[config.mk]
export PLATFORM = sky130hd
export DESIGN_NAME = chunk_container_deframer_flat
export DESIGN_NICKNAME = d
export VERILOG_FILES = /design/src/sv/ccd_pkg.sv /design/src/sv/ccd_if.sv /design/src/sv/ccd_parser.sv /design/src/sv/ccd_res_queue.sv /design/src/sv/chunk_container_deframer.sv /design/src/flat_wrapper.sv
export SDC_FILE = /design/constraint.sdc
export NUM_CORES = 1
export LEC_CHECK = 0
export BUFFER_PORTS_ARGS = -buffer_cell sky130_fd_sc_hd__buf_2
export CAP_MARGIN = 20
export CORE_MARGIN = 1
export CORE_UTILIZATION = 40
export CTS_CLUSTER_SIZE = 14
export DETAILED_ROUTE_END_ITERATION = 6
export PLACE_DENSITY = 0.61
export REMOVE_ABC_BUFFERS = 1
export SYNTH_ARGS = -nofsm -noshare
export SYNTH_HDL_FRONTEND = slang
export SYNTH_SLANG_ARGS = --single-unit
[constraint.sdc]
create_clock -name clk_i -period 7.5 [get_ports clk_i]
set_input_delay 1.125 -clock clk_i [delete_from_list [all_inputs] [get_ports clk_i]]
set_output_delay 1.125 -clock clk_i [all_outputs]
set_load 0.005 [all_outputs]
[src/sv/ccd_pkg.sv]
package ccd_pkg;

  // Container layout
  localparam logic [31:0] HdrLen = 32'd16;
  localparam logic [3:0]  SigLen = 4'd10;

  // Expected version header, in stream order
  localparam logic [7:0] HdrTag [16] = '{
    8'h4D, 8'h41, 8'h58, 8'h46, 8'h49, 8'h4C, 8'h45, 8'h20,
    8'h43, 8'h33, 8'h20, 8'h30, 8'h30, 8'h30, 8'h30, 8'h31
  };

  // Result event codes
  localparam logic [2:0] EV_HDR_OK  = 3'd0;
  localparam logic [2:0] EV_VER_DIF = 3'd1;
  localparam logic [2:0] EV_BAD_SIG = 3'd2;
  localparam logic [2:0] EV_SMALL   = 3'd3;
  localparam logic [2:0] EV_CHUNK   = 3'd4;
  localparam logic [2:0] EV_OOB     = 3'd5;
  localparam logic [2:0] EV_PAYLOAD = 3'd6;
  localparam logic [2:0] EV_END     = 3'd7;

  localparam int unsigned ResDepth = 2;

  typedef enum logic [2:0] {
    PH_HEADER,
    PH_CHUNK_HDR,
    PH_PAYLOAD,
    PH_SKIP,
    PH_DONE
  } phase_e;

  typedef struct packed {
    logic [2:0]  event_res;
    logic [31:0] chunk_type;
    logic [31:0] chunk_offset;
    logic [31:0] chunk_length;
    logic [7:0]  payload_byte;
    logic        container_valid;
    logic        last_of_run;
  } res_t;

endpackage

[src/sv/ccd_if.sv]
interface ccd_in_if;
  logic       valid;
  logic       ready;
  logic [7:0] data_byte;

  modport source (output valid, output data_byte, input ready);
  modport sink (input valid, input data_byte, output ready);
endinterface

interface ccd_out_if;
  logic        valid;
  logic        ready;
  logic [2:0]  event_res;
  logic [31:0] chunk_type;
  logic [31:0] chunk_offset;
  logic [31:0] chunk_length;
  logic [7:0]  payload_byte;
  logic        container_valid;
  logic        last_of_run;

  modport source (
    output valid, output event_res, output chunk_type, output chunk_offset,
    output chunk_length, output payload_byte, output container_valid,
    output last_of_run, input ready
  );
  modport sink (
    input valid, input event_res, input chunk_type, input chunk_offset,
    input chunk_length, input payload_byte, input container_valid,
    input last_of_run, output ready
  );
endinterface

interface ccd_cfg_if;
  logic        valid;
  logic        ready;
  logic [31:0] container_length;

  modport source (output valid, output container_length, input ready);
  modport sink (input valid, input container_length, output ready);
endinterface

[src/sv/ccd_parser.sv]
module ccd_parser
  import ccd_pkg::*;
(
  input  logic        clk_i,
  input  logic        rst_ni,
  input  logic        cfg_we_i,
  input  logic [31:0] cfg_len_i,
  input  logic        step_i,
  input  logic [7:0]  byte_i,
  output res_t        res0_o,
  output res_t        res1_o,
  output logic [1:0]  n_res_o
);

  phase_e      phase_q, phase_d;
  logic [32:0] pos1_q, pos1_d;
  logic [2:0]  fc_q, fc_d;
  logic [31:0] id_q, id_d;
  logic [31:0] size_q, size_d;
  logic [31:0] rem_q, rem_d;
  logic        sig_q, sig_d;
  logic        ver_q, ver_d;
  logic [31:0] len_q;

  logic [3:0]  hdr_idx;
  logic        mismatch, sig_n, ver_n, too_small, hdr_last, end_hit, in_bounds;
  logic [31:0] size_full, rem_dec;
  logic [32:0] stop;

  logic        prim_vld, forced_end, no_check, norm_end, end_vld;
  res_t        prim, end_res;

  assign hdr_idx   = pos1_q[3:0] - 4'd1;
  assign mismatch  = byte_i != HdrTag[hdr_idx];
  assign sig_n     = sig_q & ~(mismatch & (hdr_idx < SigLen));
  assign ver_n     = ver_q & ~mismatch;
  assign too_small = len_q < HdrLen;
  assign hdr_last  = hdr_idx == 4'd15;
  assign end_hit   = pos1_q >= {1'b0, len_q};
  assign size_full = {byte_i, size_q[23:0]};
  assign stop      = {1'b0, pos1_q[31:0]} + {1'b0, size_full};
  assign in_bounds = stop <= {1'b0, len_q};
  assign rem_dec   = (rem_q == 32'd0) ? 32'd0 : rem_q - 32'd1;

  // Result selection
  always_comb begin
    prim       = '0;
    prim_vld   = 1'b0;
    forced_end = 1'b0;
    no_check   = 1'b0;
    case (phase_q)
      PH_HEADER: begin
        if (too_small) begin
          prim_vld       = 1'b1;
          prim.event_res = EV_SMALL;
          forced_end     = 1'b1;
          no_check       = 1'b1;
        end else if (hdr_last) begin
          prim_vld = 1'b1;
          if (!sig_n) begin
            prim.event_res = EV_BAD_SIG;
            forced_end     = 1'b1;
            no_check       = 1'b1;
          end else begin
            prim.event_res = ver_n ? EV_HDR_OK : EV_VER_DIF;
          end
        end
      end
      PH_CHUNK_HDR: begin
        if (fc_q == 3'd7) begin
          prim_vld          = 1'b1;
          prim.event_res    = in_bounds ? EV_CHUNK : EV_OOB;
          prim.chunk_type   = id_q;
          prim.chunk_offset = pos1_q[31:0];
          prim.chunk_length = size_full;
        end
      end
      PH_PAYLOAD: begin
        prim_vld          = 1'b1;
        prim.event_res    = EV_PAYLOAD;
        prim.payload_byte = byte_i;
      end
      PH_SKIP: begin
        prim_vld = 1'b0;
      end
      default: begin
        no_check = 1'b1;
      end
    endcase

    norm_end                = ~no_check & end_hit;
    end_vld                 = forced_end | norm_end;
    end_res                 = '0;
    end_res.event_res       = EV_END;
    end_res.container_valid = norm_end;
    end_res.last_of_run     = 1'b1;

    n_res_o = {1'b0, prim_vld} + {1'b0, end_vld};
    res1_o  = end_res;
    if (prim_vld) begin
      res0_o             = prim;
      res0_o.last_of_run = ~end_vld;
    end else begin
      res0_o = end_res;
    end
  end

  // Next state
  always_comb begin
    phase_d = phase_q;
    pos1_d  = pos1_q;
    fc_d    = fc_q;
    id_d    = id_q;
    size_d  = size_q;
    rem_d   = rem_q;
    sig_d   = sig_q;
    ver_d   = ver_q;
    case (phase_q)
      PH_HEADER: begin
        if (too_small) begin
          phase_d = PH_DONE;
        end else begin
          sig_d = sig_n;
          ver_d = ver_n;
          if (hdr_last) begin
            phase_d = sig_n ? PH_CHUNK_HDR : PH_DONE;
            fc_d    = 3'd0;
          end
        end
      end
      PH_CHUNK_HDR: begin
        fc_d = fc_q + 3'd1;
        if (!fc_q[2]) begin
          id_d = id_q | ({24'd0, byte_i} << {fc_q[1:0], 3'd0});
        end else begin
          size_d = size_q | ({24'd0, byte_i} << {fc_q[1:0], 3'd0});
        end
        if (fc_q == 3'd7) begin
          id_d   = '0;
          size_d = '0;
          if (in_bounds) begin
            rem_d   = size_full;
            phase_d = (size_full == 32'd0) ? PH_CHUNK_HDR : PH_PAYLOAD;
          end else begin
            phase_d = PH_SKIP;
          end
        end
      end
      PH_PAYLOAD: begin
        rem_d = rem_dec;
        if (rem_dec == 32'd0) begin
          phase_d = PH_CHUNK_HDR;
          fc_d    = 3'd0;
        end
      end
      default: begin
        phase_d = phase_q;
      end
    endcase
    if (!no_check) begin
      pos1_d = pos1_q + 33'd1;
    end
    if (norm_end) begin
      phase_d = PH_DONE;
    end
  end

  always_ff @(posedge clk_i or negedge rst_ni) begin
    if (!rst_ni) begin
      phase_q <= PH_HEADER;
      pos1_q  <= 33'd1;
      fc_q    <= '0;
      id_q    <= '0;
      size_q  <= '0;
      rem_q   <= '0;
      sig_q   <= 1'b1;
      ver_q   <= 1'b1;
      len_q   <= '0;
    end else if (cfg_we_i) begin
      // restart on every length write
      phase_q <= PH_HEADER;
      pos1_q  <= 33'd1;
      fc_q    <= '0;
      id_q    <= '0;
      size_q  <= '0;
      rem_q   <= '0;
      sig_q   <= 1'b1;
      ver_q   <= 1'b1;
      len_q   <= cfg_len_i;
    end else if (step_i) begin
      phase_q <= phase_d;
      pos1_q  <= pos1_d;
      fc_q    <= fc_d;
      id_q    <= id_d;
      size_q  <= size_d;
      rem_q   <= rem_d;
      sig_q   <= sig_d;
      ver_q   <= ver_d;
    end
  end

endmodule

[src/sv/ccd_res_queue.sv]
module ccd_res_queue
  import ccd_pkg::*;
(
  input  logic       clk_i,
  input  logic       rst_ni,
  input  logic [1:0] push_n_i,
  input  res_t       push0_i,
  input  res_t       push1_i,
  input  logic       pop_i,
  output res_t       head_o,
  output logic       head_vld_o,
  output logic [1:0] count_o
);

  res_t       slot_q [ResDepth];
  res_t       slot_d [ResDepth];
  logic [1:0] cnt_q, cnt_d, base;

  assign head_o     = slot_q[0];
  assign head_vld_o = cnt_q != 2'd0;
  assign count_o    = cnt_q;

  always_comb begin
    base  = cnt_q - {1'b0, pop_i & head_vld_o};
    cnt_d = base + push_n_i;
    // shift out the popped head, then append the new requests
    if (base != 2'd0) begin
      slot_d[0] = pop_i ? slot_q[1] : slot_q[0];
    end else begin
      slot_d[0] = push0_i;
    end
    case (base)
      2'd2:    slot_d[1] = slot_q[1];
      2'd1:    slot_d[1] = push0_i;
      default: slot_d[1] = push1_i;
    endcase
  end

  always_ff @(posedge clk_i or negedge rst_ni) begin
    if (!rst_ni) begin
      cnt_q <= '0;
    end else begin
      cnt_q <= cnt_d;
    end
  end

  always_ff @(posedge clk_i) begin
    slot_q[0] <= slot_d[0];
    slot_q[1] <= slot_d[1];
  end

endmodule

[src/sv/chunk_container_deframer.sv]
// Channel  | Dir | Payload                                  | Transfer
// ---------+-----+------------------------------------------+------------------
// cfg_i    | in  | container_length                         | valid && ready
// in_i     | in  | data_byte                                | valid && ready
// out_o    | out | event_res, chunk_type, chunk_offset,     | valid && ready
//          |     | chunk_length, payload_byte,              |
//          |     | container_valid, last_of_run             |
//
// One byte a cycle while the result queue has room: a byte lands in the input
// register, is parsed there and its zero, one or two results go into a two-entry
// result queue. A byte that causes two results occupies the single output port
// for both of them; that port sets the rate for such bytes.
// Reset clears the parse state and the queue; a length write restarts parsing.
// A stalled output backs up into the queue and then holds the input register.
module chunk_container_deframer
  import ccd_pkg::*;
(
  input  logic clk_i,
  input  logic rst_ni,
  ccd_cfg_if.sink   cfg_i,
  ccd_in_if.sink    in_i,
  ccd_out_if.source out_o
);

  logic       vld_q;
  logic [7:0] byte_q;
  logic       go;
  logic       in_acc;
  logic       pop;
  logic [1:0] n_res;
  logic [1:0] cnt;
  logic [1:0] push_n;
  logic       head_vld;
  res_t       res0, res1, head;

  // The length register takes every write at once
  assign cfg_i.ready = 1'b1;

  // Advance the held byte once the queue has room for all its results.
  // Room is judged on the registered count, so input ready never waits
  // combinationally on output ready.
  assign go       = vld_q && (n_res <= (2'd2 - cnt));
  assign in_i.ready = !vld_q || go;
  assign in_acc   = in_i.valid && in_i.ready;
  assign push_n   = go ? n_res : 2'd0;
  assign pop      = out_o.valid && out_o.ready;

  // Input register: hold the byte until the parser consumes it
  always_ff @(posedge clk_i or negedge rst_ni) begin
    if (!rst_ni) begin
      vld_q <= 1'b0;
    end else if (in_acc) begin
      vld_q <= 1'b1;
    end else if (go) begin
      vld_q <= 1'b0;
    end
  end

  always_ff @(posedge clk_i) begin
    if (in_acc) begin
      byte_q <= in_i.data_byte;
    end
  end

  ccd_parser u_parser (
    .clk_i     (clk_i),
    .rst_ni    (rst_ni),
    .cfg_we_i  (cfg_i.valid),
    .cfg_len_i (cfg_i.container_length),
    .step_i    (go),
    .byte_i    (byte_q),
    .res0_o    (res0),
    .res1_o    (res1),
    .n_res_o   (n_res)
  );

  ccd_res_queue u_queue (
    .clk_i      (clk_i),
    .rst_ni     (rst_ni),
    .push_n_i   (push_n),
    .push0_i    (res0),
    .push1_i    (res1),
    .pop_i      (pop),
    .head_o     (head),
    .head_vld_o (head_vld),
    .count_o    (cnt)
  );

  // Drive the output request from the queue head
  assign out_o.valid           = head_vld;
  assign out_o.event_res       = head.event_res;
  assign out_o.chunk_type      = head.chunk_type;
  assign out_o.chunk_offset    = head.chunk_offset;
  assign out_o.chunk_length    = head.chunk_length;
  assign out_o.payload_byte    = head.payload_byte;
  assign out_o.container_valid = head.container_valid;
  assign out_o.last_of_run     = head.last_of_run;

`ifndef SYNTHESIS
  // The queue never holds more than two results
  a_cnt_bound: assert property (@(posedge clk_i) disable iff (!rst_ni)
    cnt <= 2'd2)
    else $error("result queue overflow");

  // A result that is not the last of its byte is followed by its partner
  a_pair_follows: assert property (@(posedge clk_i) disable iff (!rst_ni)
    (pop && !out_o.last_of_run) |=> out_o.valid)
    else $error("second result of a byte missing");

  // The end result always closes its byte's run
  a_end_last: assert property (@(posedge clk_i) disable iff (!rst_ni)
    (out_o.valid && out_o.event_res == EV_END) |-> out_o.last_of_run)
    else $error("end result not last of run");
`endif

endmodule

[src/flat_wrapper.sv]
// flat-port wrapper written by rule: the top's interface ports become plain ports
module chunk_container_deframer_flat import ccd_pkg::*;
  (clk_i, rst_ni, cfg_i_valid, cfg_i_container_length, cfg_i_ready, in_i_valid, in_i_data_byte, in_i_ready, out_o_valid, out_o_event_res, out_o_chunk_type, out_o_chunk_offset, out_o_chunk_length, out_o_payload_byte, out_o_container_valid, out_o_last_of_run, out_o_ready);
  ccd_cfg_if cfg_i_i ();
  ccd_in_if in_i_i ();
  ccd_out_if out_o_i ();
  input  logic clk_i;
  input  logic rst_ni;
  input wire logic [$bits(cfg_i_i.valid)-1:0] cfg_i_valid;
  input wire logic [$bits(cfg_i_i.container_length)-1:0] cfg_i_container_length;
  output wire logic [$bits(cfg_i_i.ready)-1:0] cfg_i_ready;
  input wire logic [$bits(in_i_i.valid)-1:0] in_i_valid;
  input wire logic [$bits(in_i_i.data_byte)-1:0] in_i_data_byte;
  output wire logic [$bits(in_i_i.ready)-1:0] in_i_ready;
  output wire logic [$bits(out_o_i.valid)-1:0] out_o_valid;
  output wire logic [$bits(out_o_i.event_res)-1:0] out_o_event_res;
  output wire logic [$bits(out_o_i.chunk_type)-1:0] out_o_chunk_type;
  output wire logic [$bits(out_o_i.chunk_offset)-1:0] out_o_chunk_offset;
  output wire logic [$bits(out_o_i.chunk_length)-1:0] out_o_chunk_length;
  output wire logic [$bits(out_o_i.payload_byte)-1:0] out_o_payload_byte;
  output wire logic [$bits(out_o_i.container_valid)-1:0] out_o_container_valid;
  output wire logic [$bits(out_o_i.last_of_run)-1:0] out_o_last_of_run;
  input wire logic [$bits(out_o_i.ready)-1:0] out_o_ready;
  assign cfg_i_i.valid = cfg_i_valid;
  assign cfg_i_i.container_length = cfg_i_container_length;
  assign cfg_i_ready = cfg_i_i.ready;
  assign in_i_i.valid = in_i_valid;
  assign in_i_i.data_byte = in_i_data_byte;
  assign in_i_ready = in_i_i.ready;
  assign out_o_valid = out_o_i.valid;
  assign out_o_event_res = out_o_i.event_res;
  assign out_o_chunk_type = out_o_i.chunk_type;
  assign out_o_chunk_offset = out_o_i.chunk_offset;
  assign out_o_chunk_length = out_o_i.chunk_length;
  assign out_o_payload_byte = out_o_i.payload_byte;
  assign out_o_container_valid = out_o_i.container_valid;
  assign out_o_last_of_run = out_o_i.last_of_run;
  assign out_o_i.ready = out_o_ready;
  chunk_container_deframer u_core (.clk_i(clk_i), .rst_ni(rst_ni), .cfg_i(cfg_i_i), .in_i(in_i_i), .out_o(out_o_i));
endmodule
# Word-level counts from Yosys, hierarchy flattened
# Memories as Yosys holds them, arrays and structs flattened.
# Index checks and enable logic that the tools add are counted.
totals:
  reg_bits: 180
  latchBits: 0
  ram_bits: 218
  rom_bits: 128
  out_inout_bits: 112
  word_cells: 160
  n_memories: 2
memory_table:
  columns: ["memory", "depth", "width", "read_ports", "rd_ports_with_merged_regs", "wr", "line_no", "rtl"]
  rows:
  - ["u_core.u_queue.slot_q", 2, 109, 2, 0, 2, "ccd_res_queue.sv:15", "res_t slot_q [ResDepth];"]
  - ["(no name shown)", 16, 8, 1, 0, 0, "ccd_parser.sv:34", "assign mismatch = byte_i != HdrTag[hdr_idx];"]
classes:
  add_sub_neg: 9
  n_mul: 0
  div: 0
  order_cmp: 6
  n_eq_ne: 19
  shift: 1
  muxes: 71
  bitwise_logic: 13
  n_reduce_logical: 27
ops:
  columns: ["op", "n"]
  rows:
  - ["2-to-1 mux 32 bit", 15]
  - ["2-to-1 mux 109 bit", 3]
  - ["case mux 109 bit (2 select lines)", 1]
  - ["2-to-1 mux 33 bit", 3]
  - ["2-to-1 mux 99 bit", 1]
  - ["logical NOT 32 bit", 3]
  - ["2-to-1 mux 96 bit", 1]
  - ["bitwise OR 32 bit", 2]
  - ["case mux 32 bit (2 select lines)", 1]
  - ["2-to-1 mux 3 bit", 15]
  - ["adder 32 x 32 -> 33 bit", 1]
  - ["adder 33 x 1 -> 33 bit (second input constant)", 1]
  - [">= comparator 33 x 32 -> 1 bit", 1]
  - ["less-or-equal comparator 33 x 32 -> 1 bit", 1]
  - ["less-than comparator 32 x 5 -> 1 bit (second input constant)", 1]
  - ["left shift 8 x 5 -> 32 bit", 1]
  - ["subtractor 32 x 1 -> 32 bit (second input constant)", 1]
  - ["case mux 3 bit (3 select lines)", 3]
  - ["2-to-1 mux 8 bit", 3]
  - ["2-to-1 mux 1 bit", 19]
  - ["!= test 3 bit (second input constant)", 5]
  - ["nonzero test 2 bit", 6]
  - ["AND reduction 5 bit", 2]
  - ["AND reduction 3 bit", 3]
  - ["37 further kinds", 53]

# Depth between registers and ports, before layout
# Gate-level depths: netlist of the first run.
logic_depth:
  word_depth: 22
  mapped_depth: 25

# Hierarchy
# Synthesis of the first run repeated with hierarchy kept, for this count alone.
hier_totals:
  hier_cells: 2220
  area_unflattened_um2: 24230.7
by_module_without_submodules:
  columns: ["module", "n_inst", "cells_per_inst", "area_each_um2", "seq_area_each_um2"]
  rows:
  - ["ccd_parser", 1, 1609, 13152.6, 4032.6]
  - ["ccd_res_queue", 1, 585, 10690.3, 6596.3]
  - ["chunk_container_deframer", 1, 26, 387.9, 265.3]

# Least setup slack after synthesis of the first run
# Ideal clock, no wire load.
synth_timing:
  path_type: "flip-flop to flip-flop"
  start: "register u_core.u_parser.pos1_q[0]"
  end: "register u_core.u_parser.pos1_q[32]"
  setup_ps: 78
  arrival_time_ps: 5242
  path_slack_ps: 2180
  stages_incl_launch_ff: 22
  n_path_buf: 2
  period_less_slack_ps: 5320
  cell_sequence: "dfstp_2 > clkbuf_1 > inv_1 > ha_1 > ha_1 > clkbuf_1 > inv_1 > o211a_1 > a21o_1 > a21o_1 > o31a_1 > nand2_1 > ha_1 > ha_1 > nor2b_1 > o21ai_0 > nand2_1 > a211oi_1 > o2111ai_1 > or2_2 > or3_1 > a21oi_1"
synth_via:
  elab_chain_cells: 21
synth_rtl:
  columns: ["element", "line_no", "rtl"]
  rows:
  - ["from (decl)", "ccd_parser.sv:16", "logic [32:0] pos1_q, pos1_d;"]
  - ["from (signal assigned)", "ccd_parser.sv:192", "pos1_q <= pos1_d;"]
  - ["subtractor 4 x 1 -> 4 bit", "ccd_parser.sv:33", "assign hdr_idx = pos1_q[3:0] - 4'd1;"]
  - ["inverter 4 -> 5 bit (not written as such)", "ccd_parser.sv:34", null]
  - ["memory read (16 x 8 bit)", null, null]
  - ["2-to-1 mux 8 bit (not written as such) (2 in a row)", "ccd_parser.sv:34", null]
  - ["!= test 8 bit", "ccd_parser.sv:34", null]
  - ["bitwise AND 1 bit", "ccd_parser.sv:35", "assign sig_n = sig_q & ~(mismatch & (hdr_idx < SigLen));"]
  - ["inverter 1 bit", "ccd_parser.sv:35", null]
  - ["bitwise AND 1 bit", "ccd_parser.sv:35", null]
  - ["(+4 left out)", null, null]
  - ["inverter 1 bit", "ccd_parser.sv:91", "norm_end = ~no_check & end_hit;"]
  - ["bitwise AND 1 bit", "ccd_parser.sv:91", null]
  - ["bitwise OR 1 bit", "ccd_parser.sv:92", "end_vld = forced_end | norm_end;"]
  - ["adder 1 x 1 -> 2 bit", "ccd_parser.sv:98", "n_res_o = {1'b0, prim_vld} + {1'b0, end_vld};"]
  - ["less-or-equal comparator 2 bit", "chunk_container_deframer.sv:42", "assign go = vld_q && (n_res <= (2'd2 - cnt));"]
  - ["logical AND 1 bit", "chunk_container_deframer.sv:42", null]
  - ["nonzero test 2 bit (no source line)", null, null]
  - ["AND reduction 2 bit (no source line)", null, null]
# Several ways; a longest one is shown, not always the timed one. The select of a mux whose other input is x is not followed.
# A chain may end at the register's enable or synchronous reset.

# Final worst setup path of the first run
layout_timing:
  start: "register u_core.u_parser.pos1_q[0]"
  end: "register u_core.u_parser.rem_q[2]"
layout_via:
  elab_chain_cells: 21
layout_rtl:
  columns: ["element", "line_no", "rtl"]
  rows:
  - ["subtractor 4 x 1 -> 4 bit", "ccd_parser.sv:33", null]
  - ["inverter 4 -> 5 bit (not written as such)", "ccd_parser.sv:34", null]
  - ["memory read (16 x 8 bit)", null, null]
  - ["2-to-1 mux 8 bit (not written as such) (2 in a row)", "ccd_parser.sv:34", null]
  - ["!= test 8 bit", "ccd_parser.sv:34", null]
  - ["bitwise AND 1 bit", "ccd_parser.sv:35", null]
  - ["inverter 1 bit", "ccd_parser.sv:35", null]
  - ["bitwise AND 1 bit", "ccd_parser.sv:35", null]
  - ["(+4 left out)", null, null]
  - ["inverter 1 bit", "ccd_parser.sv:91", null]
  - ["bitwise AND 1 bit", "ccd_parser.sv:91", null]
  - ["bitwise OR 1 bit", "ccd_parser.sv:92", null]
  - ["adder 1 x 1 -> 2 bit", "ccd_parser.sv:98", null]
  - ["less-or-equal comparator 2 bit", "chunk_container_deframer.sv:42", null]
  - ["logical AND 1 bit", "chunk_container_deframer.sv:42", null]
  - ["nonzero test 2 bit (no source line)", null, null]
  - ["AND reduction 4 bit (no source line) *", null, null]
  - ["to (signal assigned)", "ccd_parser.sv:196", "rem_q <= rem_d;"]
  - ["to (decl)", "ccd_parser.sv:20", "logic [31:0] rem_q, rem_d;"]
# Every way passes the cells marked *; elsewhere a longest branch is shown, timed or not. The select of a mux whose other input is x is not followed.

==> impl_metrics.tcl, run 1 <==
set metrics [dict create \
    synthArstFlopShare_pct 42.1 \
    grt_pass1_vias 14900 \
    antenna_found_initial 1 \
    drtIter0Drc 1401 \
    syn_avg_cell_area_sq_um 10.6 \
    root_buffer "clkbuf_16" \
    start_util_pct 40.8 \
    final_util_pct 45.1 \
    synth_top_flop_cell "edfxtp_1" \
    yosys_warnings 0 \
    cts_hold_buf 0 \
    tritoncts "done" \
    insertion_delay_ns 0.59 \
    die_area_sq_um 53800 \
    grt_max_degree 95 \
    maxCapViolCount 0 \
    netlist.area_leader.share_pct 32.1 \
    portBuffers 155 \
    post_cts_resized 0 \
    critPathMaxFanout 42 \
    relSlewSlack_pct 32.3 \
    die_h_microns 232 \
    synth.lib_cells_used.distinct 76 \
    synth_cells 2006 \
    p_leak_uw 0.0101 \
    rsz0062_at_grt "no" \
    grt_pass1_wl_microns 91800 \
    routed_wl_microns 59800 \
    hold_class "input pin to asynchronous set/reset pin" \
    ant_nets 0 \
    crit_type "flip-flop to flip-flop" \
    setup_viol 0 \
    min_period_ns 6.07 \
    area_growth_pct 10.4 \
    max_freq_ghz 0.165 \
    overflow 0 \
    grt_usage_pct 22.2 \
    die_w_microns 232 \
    wl_per_cell_microns 21.8 \
    syn_area_sq_um 21200 \
    ir_drop_uv 212 \
    ys_seq_elements 390 \
    drc 0 \
    critical_path_required_ns 7.99 \
    synth_area_leaders "edfxtp_1 (32%), dfrtp_1 (19%), ha_1 (6.7%)" \
    outcome "completed" \
    tightest_slew_ns 1.02 \
    clkSinkCount 390 \
    p_per_area_nw_per_um2 323 \
    clk_pin_slew_ns 0.06 \
    fin_worst_skew_ns 0.0267 \
    crit_chain "ha_1, inv_1, fa_1, nor2b_1, o31a_1, o41a_1, nand2_1, a21boi_0, o21a_1, nor2_1, o21ai_0, xor2_1, ha_1, a21oi_1, o21ai_0, a22oi_1, nand3_1, nor3_1, nor3_1, o41ai_2, buf_4, nand2_1, buf_4, o31ai_1" \
    via_per_inst 5.69 \
    cts-buffers-inserted 43 \
    io_pins 157 \
    cp_slowest_cell "dfstp_2" \
    hold_ws_ns 0.460 \
    drive_gt1_share_pct 13.6 \
    vias 15600 \
    crit_arrival_ns 6.55 \
    postCtsSetupRepairBufs 0 \
    setup.worst_path.end_class "flip-flop" \
    rows 83 \
    startpoint_type "flip-flop" \
    cts_buffer_depth 3 \
    dr.pass1.iters 6 \
    finalHoldViolations 0 \
    ys_seq_area_share_pct 51.5 \
    fp.coreArea_sq_um 51800 \
    htreeDepth 2 \
    gp_congestion 0.928 \
    place_hpwl_microns 40900 \
    synth_edf_count 226 \
    yosys.area.top_type "edfxtp_1" \
    crit_path_max_incr_delay_ns 0.68 \
    post-route-period-util_pct 80.9 \
    final_nets 2187 \
    slew_violations 0 \
    diodes 0 \
]
-- critical path: cells and delay by family (launching register included) --
family	cells	cell delay [ns]
buf+inv	3	0.75
compound gates	10	2.28
simple gates	7	1.17
xor+xnor	1	0.18
flops	1	0.68
fa+ha+maj	3	0.90
-- through the flow --
step                std cells  cell area [sq um]  power (uW)  TNS [ns]  setup WS [ns]
floorplan                1795              20000        4510    -10.13         -0.840
global placement         2660              21900        5370         0           1.79
detailed placement       2661              21900        5400         0           1.52
CTS                      2740              23400        7640         0           1.50
global route             2741              23400        7940         0          0.907
finish                   2741              23400        7550         0           1.43
-- flip-flops by register name, summed over array words and instances (netlist names), 3 cells and up --
| signal | flops |
|---|---|
| u_core.u_parser.len_q | 32 |
| u_core.u_parser.pos1_q | 33 |
| u_core.u_parser.phase_q | 3 |
| u_core.u_parser.size_q | 24 |
| u_core.byte_q | 8 |
| u_core.u_queue.slot_q | 218 |
| u_core.u_parser.id_q | 32 |
| u_core.u_parser.rem_q | 32 |
| u_core.u_parser.fc_q | 3 |
-- final timing paths --
kind / start / to / slack (ns) / cells past startpoint
min reg2reg: u_core.u_parser.ver_q / u_core.u_parser.ver_q / 0.47 / 2
max: u_core.u_parser.pos1_q[0] / u_core.u_parser.rem_q[2] / 1.43 / 24
min in group clk_i: u_core.u_parser.ver_q / u_core.u_parser.ver_q / 0.47 / 2
max reg2reg: u_core.u_parser.pos1_q[0] / u_core.u_parser.rem_q[2] / 1.43 / 24
max in group asynchronous: rst_ni / u_core.u_parser.len_q[4] / 5.75 / 2
min: rst_ni / u_core.u_parser.len_q[27] / 0.46 / 1
-- report_power, final --
| group | switching [uW] | total [uW] | internal [uW] |
|---|---|---|---|
| Combinational | 1340 | 2000 | 658 |
| Clock | 918 | 2220 | 1300 |
| Sequential | 207 | 3340 | 3130 |
| Total | 2460 | 7550 | 5090 |
-- layer usage --
layer,wire length [microns],GRT usage [%],share of wire (%),up-vias
li1,-,-,-,7301
met1,28500,32.3,48,7723
met2,27000,34.5,45,496
met3,3070,3.25,5.1,77
met4,1220,5.59,2.0,0
met5,0,0,0,-
-- logic make-up after synthesis --
family | synth area share (%)
mux | 0.437
compound gates | 16.3
xor+xnor | 3.14
simple gates | 15.0
other cells | 0.0177
buf+inv | 6.80
fa+ha+maj | 6.83
flops | 51.5
-- cell usage in the layout (no fill, tap or decap), types with 12 or more instances in the layout --
cell       count
nand2b_1      14
ha_1         114
and3_1        16
inv_1         62
o211ai_1      16
a21o_1        19
buf_2        153
a211oi_1      15
nor3_1        52
dfrtp_1      161
a22oi_1       13
nor2_1       161
xnor2_1       35
nand3_1       35
nor4_1        32
a311oi_1      20
a22o_1        97
or3_1         13
o21ai_0       79
nand4_1       23
edfxtp_1     226
clkbuf_16     44
and2_1       100
buf_4         32
o21a_1        12
o31ai_1       21
a21oi_1      155
xor2_1        41
nand2_1      136
-- area by class of cell --
type / instances / area [sq um]
Fill cell: 4864 / 28500
Clock inverter: 29 / 358
Inverter: 62 / 233
Sequential cell: 390 / 10900
Timing Repair Buffer: 187 / 1020
Tap cell: 680 / 851
Clock buffer: 50 / 1120
Multi-Input combinational cell: 1343 / 8880
-- cells in the mapped netlist, types with 19 or more instances --
cell / number
o21ai_0: 79
clkbuf_1: 93
and2_1: 100
xor2_1: 41
inv_1: 62
nor3_1: 52
nand2_1: 137
edfxtp_1: 226
o31ai_1: 21
dfrtp_1: 161
nand3_1: 35
nor2_1: 165
nand4_1: 23
a21o_1: 19
ha_1: 114
a311oi_1: 20
buf_4: 108
a21oi_1: 155
a22o_1: 97
nor4_1: 32
xnor2_1: 35
No activity file was read; power rests on OpenSTA's default activity.
==> inputs of run 2 (changes only) <==
--- a/config.mk
+++ b/config.mk
@@ -5,6 +5,7 @@
 export SDC_FILE = /design/constraint.sdc
 export NUM_CORES = 1
 export LEC_CHECK = 0
+export ABC_AREA = 1
 export BUFFER_PORTS_ARGS = -buffer_cell sky130_fd_sc_hd__buf_2
 export CAP_MARGIN = 20
 export CORE_MARGIN = 1
==> constraint.sdc (replaced) <==
create_clock -name clk_i -period 5.65 [get_ports clk_i]
set_input_delay 0.8475 -clock clk_i [delete_from_list [all_inputs] [get_ports clk_i]]
set_output_delay 0.8475 -clock clk_i [all_outputs]
set_load 0.005 [all_outputs]
==> impl_metrics.tcl, run 2 <==
set metrics [dict create \
    slew_violations 0 \
    tightest_slew_ns 1.07 \
    via_per_inst 5.37 \
    ys_seq_area_share_pct 47.9 \
    io_pins 157 \
    portBuffers 155 \
    relSlewSlack_pct 28.6 \
    fin_cells 3404 \
    root_buffer "clkbuf_16" \
    ys_seq_elements 390 \
    startpoint "u_core.u_parser.pos1_q[0]" \
    clkSinkCount 390 \
    synth_compound_area_share_pct 11.1 \
    synth.area.mux_share_pct 0 \
    startpoint_type "flip-flop" \
    largest_reg_flops 218 \
    grt_usage_pct 22.7 \
    fp.coreArea_sq_um 56300 \
    routed_wl_microns 65600 \
    syn_avg_cell_area_sq_um 8.74 \
    rows 87 \
    start_util_pct 40.4 \
    critPathMaxFanout 20 \
    violations "DRC" \
    synthAdderAreaFrac_pct 6.36 \
    fillCellCount 5548 \
    cts_hold_buf 0 \
    htreeDepth 2 \
    netlist.area_leader.share_pct 29.8 \
    min_period_ns 5.06 \
    die_w_microns 241 \
    rr_startpoint "u_core.u_parser.pos1_q[0]" \
    max_freq_ghz 0.198 \
    fin_worst_skew_ns 0.0164 \
    layout_common_cells "nand2_1 (542), inv_1 (240), edfxtp_1 (226), dfrtp_1 (161), nor3_1 (159)" \
    place_hpwl_microns 47200 \
    outcome "finished, violations left" \
    synth_edf_count 226 \
    overflow 0 \
    final_common_cell "nand2_1" \
    ir_drop_uv 352 \
    drtIter0Drc 1506 \
    p_per_area_nw_per_um2 494 \
    vias 18300 \
    top_register "u_core.u_queue.slot_q" \
    drc 2 \
    die_h_microns 241 \
    yosys_warnings 0 \
    p_leak_uw 0.0109 \
    ant_nets 0 \
    die_area_sq_um 57800 \
    syn_area_sq_um 22800 \
    yosys-top-cells-count "nand2_1 (543), inv_1 (242), edfxtp_1 (226)" \
    setup_viol 0 \
    synthArstFlopShare_pct 42.1 \
    synth-xor-area-share_pct 1.50 \
    synth_area_leaders "edfxtp_1 (30%), dfrtp_1 (18%), nand2_1 (9.0%)" \
    antenna_found_initial 1 \
    tns_ns 0 \
    post-route-period-util_pct 89.6 \
    maxCapViolCount 0 \
    synthSimpleGateAreaFrac_pct 23.0 \
    cts-buffers-inserted 43 \
    clk_pin_slew_ns 0.06 \
    insertion_delay_ns 0.60 \
    post_cts_resized 0 \
    synth_top_family_by_area "simple AND/OR/NAND/NOR gates" \
    grt_pass1_wl_microns 100000 \
    setup.worst_path.end_class "flip-flop" \
    grt_max_degree 119 \
    final_nets 2772 \
    yosysMostFrequentCell "nand2_1" \
    wl_per_cell_microns 19.3 \
    postCtsSetupRepairBufs 0 \
    hold_class "input pin to asynchronous set/reset pin" \
    dr.pass1.iters 7 \
    synth.lib_cells_used.distinct 56 \
    area_growth_pct 9.20 \
    finalHoldViolations 0 \
    tritoncts "done" \
    reg_top3 "u_core.u_queue.slot_q: 218 flops, u_core.u_parser.pos1_q: 33 flops" \
    cts_buffer_depth 3 \
    numPlacedInstances 3323 \
    yosys.area.top_type "edfxtp_1" \
    crit_arrival_ns 5.57 \
    critical_path_required_ns 6.16 \
    drive_gt1_share_pct 13.5 \
    rsz0062_at_grt "no" \
    crit_type "flip-flop to flip-flop" \
    grt_pass1_vias 17400 \
    gp_congestion 0.920 \
    synth_cells 2604 \
    synth_top_flop_cell "edfxtp_1" \
]
run 2: metrics by stage:
stage | worst slack (ns) | util [%] | total power [uW] | cell area [sq um] | hold slack, ns
2_1_floorplan | -9.77 | - | 7800 | 21400 | 0.471
3_3_place_gp | 0.849 | 41.6 | 9400 | 23400 | 0.502
3_5_place_dp | 0.656 | 41.7 | 9490 | 23400 | 0.505
4_1_cts | 0.573 | 44.1 | 12300 | 24800 | 0.290
5_1_grt | 0.109 | 44.1 | 13100 | 24800 | 0.307
6_report | 0.587 | 44.2 | 12300 | 24800 | 0.273
run 2: area by class of cell:
class | count | area (sq um) | area share (%)
diodes | 1 | 2.50 | 0.0101
clock buffers | 59 | 1200 | 4.81
clock inverters | 21 | 205 | 0.826
inverters | 271 | 1030 | 4.13
multi-input cells | 1724 | 9560 | 38.5
flip-flops and latches | 390 | 10900 | 43.8
well taps | 756 | 946 | 3.81
repair buffers | 182 | 1020 | 4.09
run 2: cells by family after synthesis:
kind of cell    after synthesis
flops                       390
xor+xnor                     39
fa+ha+maj                   115
buf+inv                     490
compound gates              428
simple gates               1141
other cells                   1
run 2: final timing paths:
check	to	slack, ns	depth (start not counted)
max in group asynchronous	u_core.u_parser.id_q[19]	4.12	2
hold reg to reg	u_core.u_parser.sig_q	0.51	2
min in group clk_i	u_core.byte_q[6]	0.43	1
hold / removal	u_core.u_parser.pos1_q[32]	0.27	1
setup reg to reg	u_core.u_parser.pos1_q[30]	0.59	22
setup / recovery	u_core.u_parser.pos1_q[30]	0.59	22
run 2: power by group:
group          switching (uW)  internal (uW)  leakage (uW)  total (uW)
logic                    3420           1410       0.00562        4830
registers                 359           4250       0.00455        4610
clock network            1230           1600      0.000685        2830
run 2: metal layers:
metal  routed length (microns)  track usage, %  share of wire [%]
met3                      4100            3.93                6.3
met1                     29000            30.8                 44
met2                     29700            35.5                 45
met5                         0               0                  0
met4                      2730            9.84                4.2
run 2: critical path, stage by stage, from the launching register on:
cell and delay (ns):
dfstp_2 0.59, inv_2 0.12, ha_1 0.29, ha_1 0.52, nor3_1 0.13, inv_1 0.07, a21oi_1 0.09, nor3_1 0.45
inv_1 0.17, ha_1 0.26, ha_1 0.31, inv_1 0.06, o21bai_1 0.08, nand2_1 0.07, nand2_1 0.17, inv_1 0.16
nand2_2 0.16, nand2_2 0.41, nand2_1 0.27, nor2_1 0.15, inv_1 0.09, o21ai_1 0.13, nor3b_1 0.21
==> inputs of run 3 (changes only) <==
--- a/config.mk
+++ b/config.mk
@@ -5,7 +5,6 @@
 export SDC_FILE = /design/constraint.sdc
 export NUM_CORES = 1
 export LEC_CHECK = 0
-export ABC_AREA = 1
 export BUFFER_PORTS_ARGS = -buffer_cell sky130_fd_sc_hd__buf_2
 export CAP_MARGIN = 20
 export CORE_MARGIN = 1
==> impl_metrics.tcl, run 3 (synthesis results as in run 1) <==
set metrics [dict create \
    grt_max_degree 165 \
    die_h_microns 232 \
    routed_wl_microns 61100 \
    numPlacedInstances 2726 \
    p_leak_uw 0.0105 \
    finalHoldViolations 0 \
    relSlewSlack_pct 32.4 \
    fin_worst_skew_ns 0.0318 \
    clk_pin_slew_ns 0.07 \
    clkSinkCount 390 \
    crit_chain "buf_4, inv_1, ha_1, ha_2, inv_1, o211a_4, a21o_1, a21o_1, o31a_1, nand2_1, ha_1, ha_1, nor2b_1, o21ai_1, inv_1, nand2_1, buf_2" \
    place_hpwl_microns 42400 \
    htreeDepth 2 \
    die_w_microns 232 \
    drc 0 \
    fin_cells 2807 \
    hold_class "input pin to asynchronous set/reset pin" \
    outcome "completed" \
    cp_slowest_cell "dfstp_2" \
    crit_path_max_incr_delay_ns 0.53 \
    rrSetupSlack_ns 0.29 \
    drtIter0Drc 1374 \
    drive_gt1_share_pct 16.5 \
    startpoint "u_core.u_parser.pos1_q[0]" \
    setup_viol 0 \
    top_register "u_core.u_queue.slot_q" \
    crit_arrival_ns 4.53 \
    crit_type "flip-flop to primary output" \
    io_pins 157 \
    ant_nets 0 \
    final_common_cell "edfxtp_1" \
    ir_drop_uv 431 \
    die_area_sq_um 53800 \
    cts-buffers-inserted 43 \
    rsz0062_at_grt "no" \
    tritoncts "done" \
    dr.pass1.iters 5 \
    rows 83 \
    vias 15900 \
    portBuffers 155 \
    slew_violations 0 \
    p_per_area_nw_per_um2 424 \
    r2r_cells 20 \
    critPathMaxFanout 12 \
    cts_buffer_depth 3 \
    diodes 0 \
    post-route-period-util_pct 95.2 \
    largest_reg_flops 218 \
    tightest_slew_ns 1.01 \
    fp.coreArea_sq_um 51800 \
    max_freq_ghz 0.186 \
    start_util_pct 40.8 \
    via_per_inst 5.67 \
    grt_pass1_wl_microns 94000 \
    gp_congestion 0.924 \
    setup_slack_ns 0.273 \
    reg_top3 "u_core.u_queue.slot_q: 218 flops, u_core.u_parser.pos1_q: 33 flops" \
    setup.worst_path.end_class "primary output" \
    hold_ws_ns 0.415 \
    rr_startpoint "u_core.u_parser.pos1_q[1]" \
    root_buffer "clkbuf_16" \
    maxCapViolCount 0 \
    wl_per_cell_microns 21.8 \
    insertion_delay_ns 0.61 \
    min_period_ns 5.38 \
    rr_endpoint "u_core.u_queue.slot_q[0][215]" \
    antenna_found_initial 2 \
    overflow 0 \
    cts_hold_buf 0 \
    layout_common_cells "edfxtp_1 (226), nor2_1 (161), dfrtp_1 (161), a21oi_1 (155), buf_2 (153)" \
    final_nets 2252 \
    grt_pass1_vias 15500 \
    area_growth_pct 13.7 \
    crit_path_end "in_i_ready" \
    post-place-ws_ns 0.278 \
    grt_usage_pct 22.9 \
    startpoint_type "flip-flop" \
    critical_path_required_ns 4.80 \
]
## run 3: cell count changes in the layout (fill, tap and decap cells not counted), moves of 21 or more
cell	previous run	this run
a22o_1	0	97
and2_1	3	100
buf_4	24	90
inv_1	240	62
inv_2	21	0
nand2_1	542	136
nand3_1	107	35
nand3_2	24	0
nand4_1	84	23
nor3_1	159	50
nor4_1	11	32
o21ai_0	121	78
o31ai_1	108	21
xor2_1	16	41
## run 3: stage by stage
stage,area [sq um],setup TNS (ns),power (uW),util (%)
finish,24100,0,10200,46.4
global route,24100,0,10700,46.4
CTS,24000,0,10300,46.3
detailed placement,22400,0,7220,43.3
global placement,22400,0,7190,43.3
floorplan,20000,-111.68,5980,-
## run 3: report_power, final
group / switching, uW / leakage [uW] / internal [uW]
clock network: 1260 / 0.000756 / 1800
registers: 263 / 0.00457 / 4150
logic: 1800 / 0.00515 / 936
## run 3: area by class of cell
class | instances | area (sq um)
clock buffers | 52 | 1190
clock inverters | 28 | 364
fillers | 4784 | 27800
inverters | 62 | 233
multi-input cells | 1343 | 8900
flip-flops and latches | 390 | 10900
well taps | 680 | 851
repair buffers | 252 | 1630
## run 3: critical path: cells and delay by family (launching register included)
| kind | cells | cell delay (ns) |
|---|---|---|
| compound gates | 5 | 1.12 |
| flops | 1 | 0.53 |
| fa+ha+maj | 4 | 1.21 |
| buf+inv | 5 | 0.69 |
| simple gates | 3 | 0.38 |
## run 3: worst min-delay path by stage
stage	start	endpoint	slack, ns	cells past startpoint
after floorplan	u_core.u_parser.ver_q	u_core.u_parser.ver_q	0.44	2
after global placement	u_core.u_parser.ver_q	u_core.u_parser.ver_q	0.45	2
after CTS	in_i_data_byte[0]	u_core.byte_q[0]	0.39	1
final	rst_ni	u_core.u_parser.pos1_q[25]	0.42	2
after detailed placement	u_core.u_parser.ver_q	u_core.u_parser.ver_q	0.45	2
after global routing	in_i_data_byte[0]	u_core.byte_q[0]	0.40	1
## run 3: layer usage
layer / part of all wire (%) / vias to the layer above / track usage (%) / wire length [microns]
li1: - / 7423 / - / -
met1: 46 / 7895 / 31.7 / 27800
met2: 46 / 495 / 35.7 / 28000
met3: 5.2 / 103 / 3.75 / 3170
met4: 3.5 / 0 / 8.98 / 2160
met5: 0 / - / 0 / 0
## run 3: timing repair
action	in CTS	in global routing
resized for setup	0	7
endpoints found under the hold margin	0	0
buffers inserted	0	0
setup endpoints to repair	0	28
